[config.mk]
export PLATFORM = sky130hd
export DESIGN_NAME = aatu_queue
export DESIGN_NICKNAME = d
export VERILOG_FILES = /design/src/sv/aatu_queue.sv
export SDC_FILE = /design/constraint.sdc
export NUM_CORES = 1
export LEC_CHECK = 0
export ABC_AREA = 1
export BUFFER_PORTS_ARGS = -buffer_cell sky130_fd_sc_hd__buf_4
export CELL_PAD_IN_SITES_DETAIL_PLACEMENT = 0
export CELL_PAD_IN_SITES_GLOBAL_PLACEMENT = 1
export CORE_AREA = 2 2 52 54
export DETAILED_ROUTE_END_ITERATION = 8
export DIE_AREA = 0 0 54 56
export HOLD_SLACK_MARGIN = 0.06
export PLACE_DENSITY = 0.7
export SETUP_SLACK_MARGIN = 0.4
export SKIP_CTS_REPAIR_TIMING = 1
export SYNTH_ARGS = -nofsm -noshare
export SYNTH_HDL_FRONTEND = slang
export SYNTH_SLANG_ARGS = --single-unit
[constraint.sdc]
create_clock -name i_clk -period 1.4 [get_ports i_clk]
set_clock_uncertainty 0.15 [all_clocks]
set_input_delay 0.35 -clock i_clk [delete_from_list [all_inputs] [get_ports i_clk]]
set_output_delay 0.35 -clock i_clk [all_outputs]
set_load 0.02 [all_outputs]
[src/sv/aatu_queue.sv]
// aatu_queue: short first-in first-out queue between front and back
// no dependencies
module aatu_queue #(
    parameter int unsigned WIDTH = 8,
    parameter int unsigned DEPTH = 2
) (
    input  logic             i_clk,
    input  logic             i_rst_n,
    input  logic             i_push,
    input  logic [WIDTH-1:0] i_data,
    output logic             o_full,
    input  logic             i_pop,
    output logic             o_valid,
    output logic [WIDTH-1:0] o_data
);
    localparam int unsigned PW = (DEPTH > 1) ? $clog2(DEPTH) : 1;
    localparam int unsigned CW = $clog2(DEPTH + 1);
    localparam logic [PW-1:0] LAST = PW'(DEPTH - 1);
    localparam logic [CW-1:0] FULLC = CW'(DEPTH);

    logic [WIDTH-1:0] r_mem [DEPTH];
    logic [PW-1:0]    r_wp, r_rp;
    logic [CW-1:0]    r_cnt;
    logic             do_push, do_pop;

    assign do_pop  = i_pop && (r_cnt != '0);
    assign do_push = i_push && (r_cnt != FULLC);
    assign o_full  = (r_cnt == FULLC);
    assign o_valid = (r_cnt != '0);
    assign o_data  = r_mem[r_rp];

    always_ff @(posedge i_clk) begin
        if (!i_rst_n) begin
            r_wp  <= '0;
            r_rp  <= '0;
            r_cnt <= '0;
        end else begin
            if (do_push) begin
                r_wp <= (r_wp == LAST) ? '0 : r_wp + 1'b1;
            end
            if (do_pop) begin
                r_rp <= (r_rp == LAST) ? '0 : r_rp + 1'b1;
            end
            if (do_push && !do_pop) begin
                r_cnt <= r_cnt + 1'b1;
            end else if (do_pop && !do_push) begin
                r_cnt <= r_cnt - 1'b1;
            end
        end
    end

    always_ff @(posedge i_clk) begin
        if (do_push) begin
            r_mem[r_wp] <= i_data;
        end
    end

endmodule

==> results <==
- Once placement completed, the tool counted placed cells totaling approximately 120.
- Excluding fillers, the count of instances in the completed layout stands at between 100 and 150.
- The net switching power of the design is around 760 uW.
- The routing usage on met3 is 2.96%.
- The detailed router placed between 500 and 600 vias in this run.
- The worst setup path is launched from a register.
- For this run, the post-layout net count is 107.
- Clock latency on the worst-skew pair, taken at its later pin, is roughly 290 ps.
- Registers take between 500 and 600 um2.
- The die footprint is between 0.003 and 0.004 mm2.
- The placed instances occupy a cell area of roughly 0.0011 mm2.
- Net switching is ~34% of the power.
- After synthesis, the share of flip-flops with an asynchronous set or reset is 0%.
- The combinational cell fraction of total power is 47.8%.
- The final setup violation count is 10.
- In this run the vertical extent of the chip is 56 um.
- The layer with the highest usage after global routing is met2.
- In this run the standard cell core region covers approximately 0.0024 mm2.
- The clock network fraction of total power is approximately an eighth.
- The synthesis warning total is 0.
- The power per cell area is between 1500 and 2000 mW/mm2.
- CTS built an H-tree with a depth of 1.
- Detailed placement finished with a half-perimeter wire length of roughly 900 um.
- The initial antenna violation count is 0.
- The pin count of the biggest net entering global routing is 12.
- The run finished, with violations left.
- The number of different library cells used by synthesis comes to 16.
- 0 antenna diodes ended up in the layout.
- A synthesized cell averages 13.3 um2.
- The worst-case IR drop observed on VDD is 1.17 mV.
- The post-route netlist has approximately two thirds of its cells at a drive strength greater than 1.
- The post-layout worst setup margin is -281 ps.
- The initial detailed-routing violation count is 4.
- The starting density of the core is approximately 34%.
- Summing the sequential cell areas from Yosys gives between 70% and 80% of the chip area.
- The worst endpoint data arrival time is 1180 ps.
- For the pin with the worst max-slew slack, the measured transition is 162 ps.
- The required time of the worst setup path is about 900 ps.
- The count of input and output buffers is 21.
- The routed wire length is roughly 1300 um.
- The top achievable clock speed is approximately 590 MHz.
- The footprint of the multi-input gates is ~310 um2.
- The endpoint identified for the worst register-to-register timing path is r_cnt[1].
- The final period utilization is 120%.
- Global routing finished with a remaining overflow of 0.
- Summed over all cells, the static leakage comes to roughly 0.52 nW.
- The category of the critical setup timing path is register to output pin.
- The number of remaining DRC errors is 0.
- The number of pins exceeding their max-slew limit in the final report is 0.
- Leaving out fill and tap cells, the most frequent cells in the layout are 16 x sky130_fd_sc_hd__buf_6, 16 x sky130_fd_sc_hd__edfxtp_1, 12 x sky130_fd_sc_hd__buf_4.
- Clock-pin slew was measured on the worst setup and hold paths at approximately 110 ps.
- The reg-to-reg critical path startpoint is r_cnt[1].
- In the global route stage, met1 resource usage came out at 11.1%.
- The internal power component is between 1.5 and 2 mW.
- The relative area change from synthesis to final layout is 53.9%.
- The worst pin sits at a relative slew slack of a little under 90%.
- The number of cells on the worst reg-to-reg path is 9.
- The first global-routing pass estimated 2000 um of wire.
- Across the run, the number of max-cap violations was 0.
- The die is 54 um wide.
- Counting along the longest clock path gives a buffer depth of 2.
- The maximum fanout encountered on the critical timing path is 8.
- Adding up every negative setup slack in the final design gives -2470 ps.
- The number of cells produced by synthesis is 62.
- The total of flip-flops plus latches after synthesis is 21.
- The category of the worst setup path capture point is an output pin.
- The class of the most critical hold timing path is primary input to register.
- The final instance area is 0.00127 mm2.
- The setup check on the worst reg-to-reg path leaves a slack of 10 ps.
- The post-synth net total is 75.
- The minimum clock period is 1680 ps.
- Setup repair after global routing could not meet its margin everywhere.
- The destination of the critical timing path is o_data[7].
- The final reports fail on negative setup slack.
- After floorplanning, the core was divided into 18 placement rows.
- The final estimated routing congestion in global placement is 0.655.
- The clock tree from TritonCTS is yes.
- In this run, flip-flops and latches consume between 40% and 50% of the power.
- The count of nets left with antenna violations once routing finished came out at 0.
- In the global route stage, overall resource usage came out at about 9.0%.
- The via-per-instance ratio is 4.29.
- In the global route stage, met2 resource usage came out at between 10% and 20%.
- Counting the buffers created by CTS gives 3.
- The first detailed-routing pass took 4 iterations.
- The hold violation total from the final report is 0.
- The top flip-flop cell by instance count after synthesis is sky130_fd_sc_hd__edfxtp_1.
- The routed wirelength normalized by instance count is 10.5 um.
- Fill cells in the final layout number around 210.
- The cell chosen for the clock root is sky130_fd_sc_hd__clkbuf_4.
- The clock sink total is 21.
- The via count of the first global-routing pass is ~500.
- The count of flip-flops with a built-in enable after synthesis is 16.
- The number of I/O pins is 22.
- The mapped netlist covers approximately 820 um2.
[layout make-up]
cell class	instances	area share (%)
Multi-Input combinational cell	32	24.3
Inverter	8	2.96
Tap cell	30	2.96
Timing Repair Buffer	28	21.3
Clock buffer	4	2.07
Sequential cell	21	46.4
[how the worst min path moves through the flow]
| stage | startpoint | endpoint | slack (ps) | depth (start not counted) |
|---|---|---|---|---|
| CTS | i_data[3] | r_mem[0][3] | 80 | 1 |
| floorplan | i_data[0] | r_mem[0][0] | 300 | 0 |
| detailed placement | r_rp | register | 340 | 2 |
| finish | i_data[1] | r_mem[0][1] | 90 | 1 |
| global route | i_data[4] | r_mem[0][4] | 70 | 1 |
| global placement | r_rp | r_rp | 330 | 2 |
[metal layers]
metal / routed length [um] / up-vias
li1: - / 278
met1: 580 / 234
met2: 617 / 16
met3: 90 / 0
met4: 0 / 0
met5: 0 / -
[per-stage QoR]
step	utilization [%]	hold slack, ps	worst slack (ps)	power [mW]
finish	52.2	86.8	-281	2.26
global route	52.2	72.1	-337	2.40
CTS	46.2	83.2	-390	1.97
detailed placement	45.2	340	-58.7	1.70
global placement	45.2	327	-64.6	1.69
floorplan	-	299	22.1	1.40
[Yosys cell counts (2+ instances only)]
library cell | count | area share, %
sky130_fd_sc_hd__edfxtp_1 | 16 | 58
sky130_fd_sc_hd__nor2_1 | 9 | 4.1
sky130_fd_sc_hd__mux2_2 | 8 | 11
sky130_fd_sc_hd__inv_1 | 7 | 3.2
sky130_fd_sc_hd__nand2_1 | 6 | 2.7
sky130_fd_sc_hd__dfxtp_1 | 5 | 12
sky130_fd_sc_hd__o21ai_0 | 2 | 1.2
[worst max-delay path, stage by stage, from the launching register on]
cell,delay [ps]
sky130_fd_sc_hd__dfxtp_4,450
sky130_fd_sc_hd__mux2_4,320
sky130_fd_sc_hd__buf_6,130
[power groups by stage]
stage,combinational (mW),sequential [mW],clock [mW]
global route,1.17,0.923,0.309
global placement,0.787,0.899,0
floorplan,0.535,0.867,0
finish,1.08,0.908,0.271
detailed placement,0.798,0.904,0
CTS,0.802,0.888,0.280
[flip-flops by register name (all words and copies together) (netlist names), named ones only]
name,cells
r_wp,1
r_rp,1
r_cnt,2
r_mem,16
[cell families (layout without fill, tap and decap cells)]
family          Yosys count  after routing  share of synthesized area, %
flops                    21             21                          70.4
fa+ha+maj                 1              1                          1.52
buf+inv                   9             40                          4.25
mux                       8              8                          10.9
compound gates            5              5                          3.95
simple gates             18             18                          8.95
Note: power is estimated with default switching activity, not from simulation.
