[src/sv/aatu_pkg.sv]
// aatu_pkg: shared codes and sizes of the affine box transform unit
// no dependencies
package aatu_pkg;

    typedef enum logic {
        OP_LOAD = 1'b0,
        OP_BOX  = 1'b1
    } t_op;

    localparam int unsigned NUM_ROWS   = 4;
    localparam int unsigned NUM_AXES   = 3;
    localparam int unsigned ROW_BITS   = 2;
    localparam int unsigned ENTRY_COLS = 6;

endpackage

[src/sv/aatu_if.sv]
// aatu_in_if, aatu_out_if: valid/ready channels of the box transform unit
// no dependencies
interface aatu_in_if #(
    parameter int unsigned W = 32
);
    logic                valid;
    logic                ready;
    logic                operation;
    logic [1:0]          row_index;
    logic signed [W-1:0] m_c0;
    logic signed [W-1:0] m_c1;
    logic signed [W-1:0] m_c2;
    logic signed [W-1:0] m_c3;
    logic signed [W-1:0] min_x;
    logic signed [W-1:0] min_y;
    logic signed [W-1:0] min_z;
    logic signed [W-1:0] max_x;
    logic signed [W-1:0] max_y;
    logic signed [W-1:0] max_z;

    modport source (
        output valid, operation, row_index, m_c0, m_c1, m_c2, m_c3,
               min_x, min_y, min_z, max_x, max_y, max_z,
        input  ready
    );
    modport sink (
        input  valid, operation, row_index, m_c0, m_c1, m_c2, m_c3,
               min_x, min_y, min_z, max_x, max_y, max_z,
        output ready
    );
endinterface


[src/sv/aatu_front.sv]
// aatu_front: accepts input transfers, classifies them and packs queue entries
// depends on aatu_pkg, aatu_in_if
module aatu_front #(
    parameter int unsigned W  = 32,
    parameter int unsigned EW = 3 + 6 * W
) (
    aatu_in_if.sink     i_in,
    output logic        o_push,
    output logic [EW-1:0] o_entry,
    input  logic        i_full
);
    logic          is_box;
    logic [1:0]    row;
    logic [6*W-1:0] data;

    always_comb begin
        is_box = (i_in.operation == aatu_pkg::OP_BOX);
        if (is_box) begin
            row  = '0;
            data = {i_in.max_z, i_in.max_y, i_in.max_x,
                    i_in.min_z, i_in.min_y, i_in.min_x};
        end else begin
            row  = i_in.row_index;
            data = {{(2*W){1'b0}}, i_in.m_c3, i_in.m_c2, i_in.m_c1, i_in.m_c0};
        end
    end

    assign i_in.ready = !i_full;
    assign o_push     = i_in.valid && !i_full;
    assign o_entry    = {is_box, row, data};

endmodule

[src/flat_wrapper.sv]
// flat-port wrapper written by rule: the top's interface ports become plain ports
module aatu_front_flat 
#(
    parameter int unsigned W  = 32,
    parameter int unsigned EW = 3 + 6 * W
)
  (o_push, o_entry, i_full, i_in_valid, i_in_operation, i_in_row_index, i_in_m_c0, i_in_m_c1, i_in_m_c2, i_in_m_c3, i_in_min_x, i_in_min_y, i_in_min_z, i_in_max_x, i_in_max_y, i_in_max_z, i_in_ready);
  aatu_in_if #(.W(W)) i_in_i ();
  output logic o_push;
  output logic [EW-1:0] o_entry;
  input  logic i_full;
  input wire logic [$bits(i_in_i.valid)-1:0] i_in_valid;
  input wire logic [$bits(i_in_i.operation)-1:0] i_in_operation;
  input wire logic [$bits(i_in_i.row_index)-1:0] i_in_row_index;
  input wire logic [$bits(i_in_i.m_c0)-1:0] i_in_m_c0;
  input wire logic [$bits(i_in_i.m_c1)-1:0] i_in_m_c1;
  input wire logic [$bits(i_in_i.m_c2)-1:0] i_in_m_c2;
  input wire logic [$bits(i_in_i.m_c3)-1:0] i_in_m_c3;
  input wire logic [$bits(i_in_i.min_x)-1:0] i_in_min_x;
  input wire logic [$bits(i_in_i.min_y)-1:0] i_in_min_y;
  input wire logic [$bits(i_in_i.min_z)-1:0] i_in_min_z;
  input wire logic [$bits(i_in_i.max_x)-1:0] i_in_max_x;
  input wire logic [$bits(i_in_i.max_y)-1:0] i_in_max_y;
  input wire logic [$bits(i_in_i.max_z)-1:0] i_in_max_z;
  output wire logic [$bits(i_in_i.ready)-1:0] i_in_ready;
  assign i_in_i.valid = i_in_valid;
  assign i_in_i.operation = i_in_operation;
  assign i_in_i.row_index = i_in_row_index;
  assign i_in_i.m_c0 = i_in_m_c0;
  assign i_in_i.m_c1 = i_in_m_c1;
  assign i_in_i.m_c2 = i_in_m_c2;
  assign i_in_i.m_c3 = i_in_m_c3;
  assign i_in_i.min_x = i_in_min_x;
  assign i_in_i.min_y = i_in_min_y;
  assign i_in_i.min_z = i_in_min_z;
  assign i_in_i.max_x = i_in_max_x;
  assign i_in_i.max_y = i_in_max_y;
  assign i_in_i.max_z = i_in_max_z;
  assign i_in_ready = i_in_i.ready;
  aatu_front #(.W(W), .EW(EW)) u_core (.i_in(i_in_i), .o_push(o_push), .o_entry(o_entry), .i_full(i_full));
endmodule
[config.mk]
export PLATFORM = sky130hd
export DESIGN_NAME = aatu_front_flat
export DESIGN_NICKNAME = d
export VERILOG_FILES = /design/src/sv/aatu_pkg.sv /design/src/sv/aatu_if.sv /design/src/sv/aatu_front.sv /design/src/flat_wrapper.sv
export SDC_FILE = /design/constraint.sdc
export NUM_CORES = 1
export LEC_CHECK = 0
export BUFFER_PORTS_ARGS = -buffer_cell sky130_fd_sc_hd__buf_2
export CAP_MARGIN = 20
export CORE_AREA = 5 5 200 202
export DETAILED_ROUTE_END_ITERATION = 16
export DIE_AREA = 0 0 205 207
export GPL_ROUTABILITY_DRIVEN = 0
export GPL_TIMING_DRIVEN = 0
export PLACE_DENSITY = 0.3
export SLEW_MARGIN = 0
export SYNTH_ARGS = -nofsm -noshare
export SYNTH_HDL_FRONTEND = slang
export SYNTH_SLANG_ARGS = --single-unit
export TNS_END_PERCENT = 10
[constraint.sdc]
create_clock -name vclk -period 1.2
set_input_delay 0.12 -clock vclk [all_inputs]
set_output_delay 0.12 -clock vclk [all_outputs]
set_load 0.02 [all_outputs]
==> key figures <==
CTS
  • Hold-fix buffers at CTS: 0
  • Postcts setup bufs: 0

Pwr
  • P per Cell Area: 439 nW/um2
  • Comb power frac: 1.000
  • Maximum VDD drop: 0.144 mV
  • Flop pwr share: 0
  • Pint: 1300 uW
  • NetSw: 1270 uW
  • Pwr Total: 2570 uW
  • Switch share: 0.495
  • Leakage: 0.00338 uW
  • Clock group share of total power: 0

Timing
  • Fin. max-slew vios: 0
  • Slew @ Worst Pin: 0.224 ns
  • Final Setup Violations: 0
  • RSZ-0062 raised after global routing: true
  • Fin crit period: 1.18 ns
  • Final period util: 0.981
  • Worst relative slew slack: 0.851
  • Setup ws final: 0.0230 ns
  • Fmax: 0.850 GHz
  • Hold slack: 0.464 ns
  • Final hold vios: 0

Setup path
  • Worst setup SP type: input port
  • Crit-path slowest cell: mux2_4
  • Critical path class: in -> out
  • Critical Path RT: 1.08 ns
  • Worst path buffer plus inverter count: 4
  • Critical-path cell list: buf_16 -> buf_12 -> buf_12 -> mux2_4 -> buf_2
  • Crit-path leading delay family: buffers and inverters
  • Crit path max fanout: 10
  • CP Data Arrival Time: 1.06 ns
  • Crit path largest cell delay: 0.32 ns
  • Critical Path Sink Type: primary output
  • Most used cell, CP: buf_12

Job
  • # Max-Cap Violations: 0

Logic synthesis
  • Synthesized area: 2400 um2
  • Synth top area share: 0.587
  • Mean Syn Cell Area: 11.0 um2
  • Compound-Gate Fraction of Synth Area: 0
  • Synth area leader: mux2_4
  • Synth area leaders: mux2_4, and2_1, mux2_2
  • Synth cell count leaders: mux2_4, and2_1, mux2_2, buf_2, buf_6
  • Simple-Gate Fraction of Synth Area: 0.174
  • Post-synthesis xor/xnor area fraction: 0
  • Post-synthesis cell count: 219
  • Most frequent cell after synthesis: mux2_4
  • Yosys cell types: 8
  • Seq/Total Area, Yosys: 0
  • Post-Synth Adder-Cell Area: 0
  • Main combinational cell family by area after synthesis: multiplexers
  • Multiplexer share of the synthesized area: 0.746
  • Yosys Warn Count: 0
  • Mapped Nets: 544

Cells and area
  • Seq. cell area: 0 um2
  • Area grow syn2layout: 143%
  • Nets: 1068
  • Share of layout cells above drive strength 1: 0.908
  • Sequential cell count: 0
  • Clock Buffer Count: 0

Route
  • Antenna viol nets, final: 0
  • DRT Pass-1 Iters: 4
  • Final WL: 18.5 mm
  • Vias/cell: 2.99
  • Residual DRC: 0
  • WL/cell: 14.7 um
  • Via Count: 3771
  • Starting DRT DRC Count: 62

Hold path
  • Hold endpoint: o_entry[194]
  • Worst hold path type: in -> out
  • Hold wc startpoint: i_in_operation
  • Hold Path Cell Cnt: 2

GRT
  • GR Overflow Total: 0
  • First-pass GRT wire length: 25.0 mm
  • Vias in the first global route: 4148
  • Largest net degree at the start of global routing: 11
  • Tot GR Track Use: 0.0759
  • Antenna violations before repair: 1

Floorplanning
  • Row count: 72
  • Die Ht: 207 um
  • IO Pins: 522
  • Core area: 38100 um2
  • Initial Util: 0.0631
  • Die width: 205 um
  • Die area: 42400 um2

Placed design
  • PortBufs: 521
  • HPWL after DPL: 17.0 mm
  • Dpl ws: -0.291 ns

Status
  • Outcome: complete, no violations
[metal layers]
layer | share of wire | global-route usage | wire (um)
met2 | 0.54 | 0.156 | 9930
met4 | 0.035 | 0.0252 | 639
met5 | 0 | 0 | 0
met3 | 0.11 | 0.0147 | 1980
met1 | 0.32 | 0.0731 | 5940
[worst max-delay path by stage]
stage,start,end,slack [ns],cells after the start
CTS,i_in_operation,o_entry[98],-0.01,5
finish,i_in_operation,o_entry[73],0.02,5
global route,i_in_operation,o_entry[57],-0.02,5
global placement,i_in_operation,o_entry[69],-0.29,5
detailed placement,i_in_operation,o_entry[69],-0.29,5
floorplan,i_in_operation,o_entry[100],0.18,4
[layout by cell type (no fill, tap or decap), drive strengths merged]
master  Yosys  routed
diode       0       1
mux2      128     128
inv         1       1
buf        23     545
nor2b       3       3
and2       64      64
[stage by stage]
step	instance area, um2	instances	setup TNS, ns	util
after global routing	5850	1260	-0.146	0.154
after floorplan	2400	219	0	-
after CTS	5810	1259	-0.0724	0.152
final	5850	1260	0	0.154
after detailed placement	5660	1258	-36.51	0.149
after global placement	5660	1258	-36.60	0.149
[kinds of logic (layout without fill, tap and decap cells)]
kind of cell           count (synthesis)  count (layout)
buffers and inverters                 24             546
other                                  0               1
multiplexers                         128             128
AND/OR/NAND/NOR                       67              67
[power by group through the flow]
stage / clock, uW / combinational [uW] / sequential [uW]
4_1_cts: 0 / 2610 / 0
2_1_floorplan: 0 / 1400 / 0
6_report: 0.000112 / 2570 / 0
3_3_place_gp: 0 / 2540 / 0
5_1_grt: 0.000112 / 2740 / 0
3_5_place_dp: 0 / 2520 / 0
[area by class of cell]
type,instances,area (um2)
fill,4383,32300
antenna,1,2.50
inverter,1,3.75
timing repair buffer,522,2690
multi-input combinational,195,2210
tap,518,648
buffer,23,298
[repair_timing]
item                                    4_1_cts  5_1_grt
gates cloned                                  1        0
gates resized for setup                      33       10
endpoints found under the setup margin      191       33
Power figures use the tool's default switching activity.
